$ cat config.mk
export PLATFORM = sky130hd
export DESIGN_NAME = mf3_median
export DESIGN_NICKNAME = d
export VERILOG_FILES = /design/src/rtl/core/mf3_pkg.sv /design/src/rtl/core/mf3_median.sv
export SDC_FILE = /design/constraint.sdc
export NUM_CORES = 1
export LEC_CHECK = 0
export ABC_AREA = 1
export ABC_CLOCK_PERIOD_IN_PS = 14800
export BUFFER_PORTS_ARGS = -buffer_cell sky130_fd_sc_hd__clkbuf_2
export CAP_MARGIN = 40
export CORE_AREA = 2 2 115 117
export DETAILED_ROUTE_END_ITERATION = 10
export DIE_AREA = 0 0 117 119
export PLACE_DENSITY = 0.82
export SLEW_MARGIN = 20
export SYNTH_ARGS = -nofsm -noshare
export SYNTH_HDL_FRONTEND = slang
export SYNTH_SLANG_ARGS = --single-unit
$ cat constraint.sdc
create_clock -name i_clk -period 14.8 [get_ports i_clk]
set_input_delay 2.96 -clock i_clk [delete_from_list [all_inputs] [get_ports i_clk]]
set_output_delay 2.96 -clock i_clk [all_outputs]
set_load 0.02 [all_outputs]
$ cat src/rtl/core/mf3_pkg.sv
// Package for the 3x3 median filter: widths, register map, control structs
// and the min/max/median-of-three helpers used by the median datapath.
// No dependencies.
`timescale 1ns / 1ps

package mf3_pkg;

    // pixel and register widths
    localparam int PIX_W          = 8;
    localparam int FRAME_WIDTH_W  = 11;
    localparam int FRAME_HEIGHT_W = 12;

    // default storage size and height limit
    localparam int MAX_WIDTH_DEF   = 1024;
    localparam int MAX_HEIGHT_USED = 4095;
    localparam int MIN_DIM         = 3;

    // reset values of the configuration registers
    localparam logic [FRAME_WIDTH_W-1:0]  FRAME_WIDTH_RST  = 11'd720;
    localparam logic [FRAME_HEIGHT_W-1:0] FRAME_HEIGHT_RST = 12'd480;

    // apb register map
    localparam int APB_AW    = 3;
    localparam int APB_DW    = 32;
    localparam int REG_IDX_W = 1;
    localparam logic [REG_IDX_W-1:0] REG_FRAME_WIDTH  = 1'd0;
    localparam logic [REG_IDX_W-1:0] REG_FRAME_HEIGHT = 1'd1;

    // output queue
    localparam int FIFO_DEPTH = 8;
    localparam int FIFO_AW    = 3;

    // one pixel step entering the median datapath
    typedef struct packed {
        logic valid;
        logic emit;
        logic done;
    } t_step;

    // control of a result moving down the median pipeline
    typedef struct packed {
        logic valid;
        logic done;
    } t_res;

    function automatic logic [PIX_W-1:0] f_min(input logic [PIX_W-1:0] a,
                                               input logic [PIX_W-1:0] b);
        return (a < b) ? a : b;
    endfunction

    function automatic logic [PIX_W-1:0] f_max(input logic [PIX_W-1:0] a,
                                               input logic [PIX_W-1:0] b);
        return (a > b) ? a : b;
    endfunction

    function automatic logic [PIX_W-1:0] f_med3(input logic [PIX_W-1:0] a,
                                                input logic [PIX_W-1:0] b,
                                                input logic [PIX_W-1:0] c);
        return f_max(f_min(a, b), f_min(f_max(a, b), c));
    endfunction

endpackage

$ cat src/rtl/core/mf3_median.sv
// Median-of-nine network: sorts each new column, keeps the 3-column window
// and reduces it to one median over three register stages. Uses mf3_pkg.
`timescale 1ns / 1ps

module mf3_median (
    input  logic                      i_clk,
    input  logic                      i_rst_n,
    input  mf3_pkg::t_step            i_step,
    input  logic [mf3_pkg::PIX_W-1:0] i_top,
    input  logic [mf3_pkg::PIX_W-1:0] i_mid,
    input  logic [mf3_pkg::PIX_W-1:0] i_pix,
    output mf3_pkg::t_res             o_res,
    output logic [mf3_pkg::PIX_W-1:0] o_median
);

    localparam int PW = mf3_pkg::PIX_W;

    logic [PW-1:0] col_lo;
    logic [PW-1:0] col_md;
    logic [PW-1:0] col_hi;

    // window, index 0 is the oldest column
    logic [PW-1:0] r_win_lo [3];
    logic [PW-1:0] r_win_md [3];
    logic [PW-1:0] r_win_hi [3];
    mf3_pkg::t_res r_b;

    logic [PW-1:0] r_lo;
    logic [PW-1:0] r_md;
    logic [PW-1:0] r_hi;
    mf3_pkg::t_res r_c;

    logic [PW-1:0] r_med;
    mf3_pkg::t_res r_d;

    // sort the incoming column
    always_comb begin
        col_lo = mf3_pkg::f_min(i_top, mf3_pkg::f_min(i_mid, i_pix));
        col_md = mf3_pkg::f_med3(i_top, i_mid, i_pix);
        col_hi = mf3_pkg::f_max(i_top, mf3_pkg::f_max(i_mid, i_pix));
    end

    // shift window on every pixel step
    always_ff @(posedge i_clk) begin
        if (i_step.valid) begin
            r_win_lo[0] <= r_win_lo[1];
            r_win_lo[1] <= r_win_lo[2];
            r_win_lo[2] <= col_lo;
            r_win_md[0] <= r_win_md[1];
            r_win_md[1] <= r_win_md[2];
            r_win_md[2] <= col_md;
            r_win_hi[0] <= r_win_hi[1];
            r_win_hi[1] <= r_win_hi[2];
            r_win_hi[2] <= col_hi;
        end
    end

    // reduce window to three candidates, then the final median
    always_ff @(posedge i_clk) begin
        r_lo  <= mf3_pkg::f_max(r_win_lo[0], mf3_pkg::f_max(r_win_lo[1], r_win_lo[2]));
        r_md  <= mf3_pkg::f_med3(r_win_md[0], r_win_md[1], r_win_md[2]);
        r_hi  <= mf3_pkg::f_min(r_win_hi[0], mf3_pkg::f_min(r_win_hi[1], r_win_hi[2]));
        r_med <= mf3_pkg::f_med3(r_lo, r_md, r_hi);
    end

    // control pipeline, only interior pixels carry a valid result
    always_ff @(posedge i_clk) begin
        if (!i_rst_n) begin
            r_b <= '0;
            r_c <= '0;
            r_d <= '0;
        end else begin
            r_b.valid <= i_step.valid && i_step.emit;
            r_b.done  <= i_step.done;
            r_c       <= r_b;
            r_d       <= r_c;
        end
    end

    assign o_res    = r_d;
    assign o_median = r_med;

endmodule

After elaboration in Yosys (flattened, before gate mapping)
Memory sizes are Yosys's and may differ from the RTL's.
Cells that the tools add are included.
- $lt $le $gt $ge: 20
- multiplexer cells: 22
- reduce and logical (&&, ||, !) cells: 1
- operators by type and width (kind ; count):
    $mux W8 ; 20
    $gt A8 B8 Y1 ; 10
    $lt A8 B8 Y1 ; 10
    $mux W1 ; 2
    $logic_and A1 B1 Y1 ; 1
- flip-flop bits (word level): 38
- RAM bits: 72
- bits of input ports: 29
- output and inout bits: 10
- logic and storage cells: 56
- memories: 3
- memories (memory ; depth ; bits a word ; read ports ; clocked after Yosys merged registers in ; wr ports ; RTL line ; RTL):
    r_win_hi ; 3 ; 8 ; 3 ; 0 ; 3 ; mf3_median.sv:25 ; logic [PW-1:0] r_win_hi [3];
    r_win_lo ; 3 ; 8 ; 3 ; 0 ; 3 ; mf3_median.sv:23 ; logic [PW-1:0] r_win_lo [3];
    r_win_md ; 3 ; 8 ; 3 ; 0 ; 3 ; mf3_median.sv:24 ; logic [PW-1:0] r_win_md [3];

Longest topological paths before layout
- depth in word-level cells: 6
- mapped depth: 31
- mapped depth without buffers: 30

Worst setup path after synthesis
Ideal clock, no wire load.
- path kind: input to register
- from: input i_mid[7] (netlist name)
- to: memory r_win_md[0][16] (netlist name) (data pin)
- library setup time: 0.254 ns
- data arrival time: 6.630 ns
- slack: 7.915 ns
- cell stages on the path: 24
- path buffers: 1
- cell sequence: inv_1 -> ha_1 -> a21o_1 -> nor2_2 -> nand2_4 -> nand2_4 -> buf_2 -> nand2_1 -> o21ai_0 -> ha_1 -> a21oi_1 -> nor2_1 -> a211oi_2 -> nand2_8 -> nand2_2 -> nand2_1 -> ha_1 -> nand2_1 -> o21ai_0 -> nand2_1 -> a32oi_1 -> inv_1 -> nand3_1 -> nand2_1
- RTL lines (element ; RTL line ; RTL):
    from (decl) ; mf3_median.sv:10 ; input logic [mf3_pkg::PIX_W-1:0] i_mid,
    to (decl) ; mf3_median.sv:24 ;

==> key figures <==
Placement
  • Placed Area: 8510 sq um
  • Gpl congestion: 0.949
  • Hpwl dp: 13.0 mm
  • # port buffers: 38

Floorplanning
  • Chip width: 117 um
  • Die ar.: between 10,000 and 15,000 sq um
  • Core Area: between 10,000 and 15,000 sq um
  • # rows: 42
  • Die height: 119 um
  • Initial Util: 63.2%
  • # IOs: 39

Timing
  • Slew HR: 44.4%
  • Setup TNS: 0 ps
  • Max Clock Skew: around 9.9 ps
  • Fmax: 137 MHz
  • Worst slew pin tran: just over 800 ps
  • Fin crit share: 49.4%
  • Min cycle time layout: 7310 ps
  • RSZ-0062 raised after global routing: false
  • Slew Limit Fails: 0
  • Final Hold Vio Count: 0
  • # setup viols final: 0

Critical path
  • Worst path bufs/invs: 3
  • CP required: 14,910 ps
  • WS Path Type: input pin to register
  • CP Capture Type: register
  • Crit path launch type: input pin
  • Critical Path Max Stage Delay: 600 ps
  • Critical Path Most Common Cell: nand2_1
  • Worst Path Max Fanout: 18
  • CP max-delay cell: a211oi_2
  • Crit path max-delay family: compound AO/OA/AOI/OAI gates
  • Critical Path AT: 7420 ps

Drt
  • DRC viols: 0
  • DRT iter0 DRCs: 429
  • Routed Antenna Nets: 0
  • Via count: 6,681
  • Wire per inst: between 10 and 15 um
  • Routed WL: around 16 mm
  • DR pass1 iterations: 5
  • Drt via density: 5.31

Synthesis
  • Post-Syn Area: 8140 sq um
  • Seq/Total Area, Yosys: a little over a third
  • Post-synth ARST share: 0%
  • Synth top area share: 26.6%
  • Avg Inst Size Synth: 7.85 sq um
  • Cell variety after synth: 35
  • #FFs+latches synth: 110
  • Area leader, netlist: edfxtp_1
  • Top_reg_cell synth: edfxtp_1
  • Synth Instances: between 1,000 and 1,500
  • Most common cell in the netlist: nand2_1
  • Syn_nets: ~1,200
  • Number of synthesized flops with an enable pin: 72
  • Synth area leaders: edfxtp_1 27%, ha_1 19%, nand2_1 13%
  • Warnings, synthesis: 0
  • Synth top cells by count: 288 x nand2_1, 164 x inv_1, 122 x ha_1

Finish
  • Share of cells above drive strength 1: 11.5%
  • Layout net count: 1,229
  • Fillers: around 1,000
  • Area grow syn2layout: 8.91%
  • Fin util: 68.9%
  • Finished Cell Area: 8870 sq um
  • # diodes: 0

GRT
  • First-pass GRT wire length: ~27 mm
  • Largest net degree at the start of global routing: 74
  • Initial antenna violation count: 0
  • Total global-route track usage: 24.5%
  • Number of global-route vias before repair: 6,226
  • GR Overflow Total: 0

Power
  • Static Leak: 4.62 nW
  • Max VDD drop: 0.169 mV
  • Net Sw Power: 1.01 mW
  • Reg power frac: 23.5%
  • Internal power: between 1 and 1.5 mW
  • Pwr dens: 231 nW/um^2
  • Logic gate share of total power: between 60 and 70%
  • Clock power share: 12.2%
  • Sw frac: 49.3%

Status
  • Outcome: finished, final reports clean

Clocking
  • CTS sink cnt: 110
  • Reg clk slew, reported paths: 90 ps
  • Post_cts resized: 0
  • CTS buffer count: 9
  • Clk_lat worst skew: roughly 370 ps
  • Clk buf depth: 2
  • Cts-stage hold buffer count: 0
  • Post-CTS setup repair buffer count: 0
  • CTS H-Tree Depth: 3
  • Root Buffer: clkbuf_16
  • CTS tree: yes

Worst hold path
  • Worst min-delay path class: register to register

Run
  • Max_cap viols: 0
==> worst min-delay path: cells and delay by family (launching register included) <==
| kind | cells | cell delay, ps |
|---|---|---|
| buffers and inverters | 1 | 40 |
| DFF | 1 | 310 |
| and+or+nand+nor | 1 | 40 |
==> stage by stage <==
step	hold slack, ps	total power, mW	std cells	setup slack, ps
after detailed placement	413	1.80	1241	7130
final	424	2.05	1259	7490
after floorplan	386	1.53	1037	7920
after CTS	428	2.06	1257	7520
after global routing	453	2.29	1259	7060
after global placement	388	1.76	1240	7300
==> layer usage <==
metal / vias up / part of all wire [%] / global-route usage, %
met1: 2976 / 45 / 31.9
li1: 3519 / - / -
met5: - / 0 / 0
met3: 30 / 4.4 / 3.66
met2: 156 / 49 / 40.9
met4: 0 / 2.2 / 9.19
==> cell usage in the layout, fill, tap and decap left out, drive strengths merged, types with 8 or more instances in the layout <==
cell type,netlist,final
inv,169,173
nor2,32,32
dfxtp,38,38
edfxtp,72,72
a21oi,41,41
nand2,333,333
ha,122,122
clkbuf,5,47
and2,8,8
nand3,78,78
a211oi,9,9
o21ai,99,99
==> power by group through the flow <==
stage / logic [mW] / clock network [mW] / registers, mW
2_1_floorplan: 1.04 / 0 / 0.486
3_3_place_gp: 1.27 / 0 / 0.484
3_5_place_dp: 1.31 / 0 / 0.488
4_1_cts: 1.32 / 0.255 / 0.481
5_1_grt: 1.53 / 0.267 / 0.490
6_report: 1.32 / 0.249 / 0.480
==> worst paths after layout <==
| check | start | endpoint | slack [ps] | depth (start not counted) |
|---|---|---|---|---|
| max | i_mid[1] | r_win_md[0][21]$_DFFE_PP_ | 7490 | 26 |
| min | r_b[0]$_SDFF_PN0_ | r_c[0]$_SDFF_PN0_ | 420 | 2 |
| max reg2reg | r_win_md[0][15]$_DFFE_PP_ | r_md[0]$_DFF_P_ | 10090 | 23 |
| min reg2reg | r_b[0]$_SDFF_PN0_ | r_c[0]$_SDFF_PN0_ | 420 | 2 |
==> kinds of logic (layout without fill, tap and decap cells) <==
| group | Yosys count | after routing | synth area share [%] |
|---|---|---|---|
| adders and majority gates | 122 | 122 | 18.7 |
| DFF | 110 | 110 | 35.9 |
| buffers and inverters | 181 | 227 | 8.45 |
| and+or+nand+nor | 462 | 462 | 25.6 |
| AOI/OAI and AO/OA | 162 | 162 | 11.2 |
==> flip-flops by register name, summed over array words and instances, names as in the netlist <==
register	count
r_win_lo	24
r_hi	8
r_win_hi	24
r_win_md	24
r_md	8
r_lo	8
o_median	8
r_c	2
r_b	2
o_res	2
==> layout make-up <==
type / count / area, sq um / share of cell area [%]
Sequential cell: 110 / 2920 / 33.0
Tap cell: 176 / 220 / 2.48
Inverter: 169 / 634 / 7.15
Multi-Input combinational cell: 746 / 4530 / 51.1
Clock buffer: 9 / 225 / 2.54
Timing Repair Buffer: 42 / 238 / 2.68
Clock inverter: 7 / 96.3 / 1.09
No activity file was read; power rests on OpenSTA's default activity.
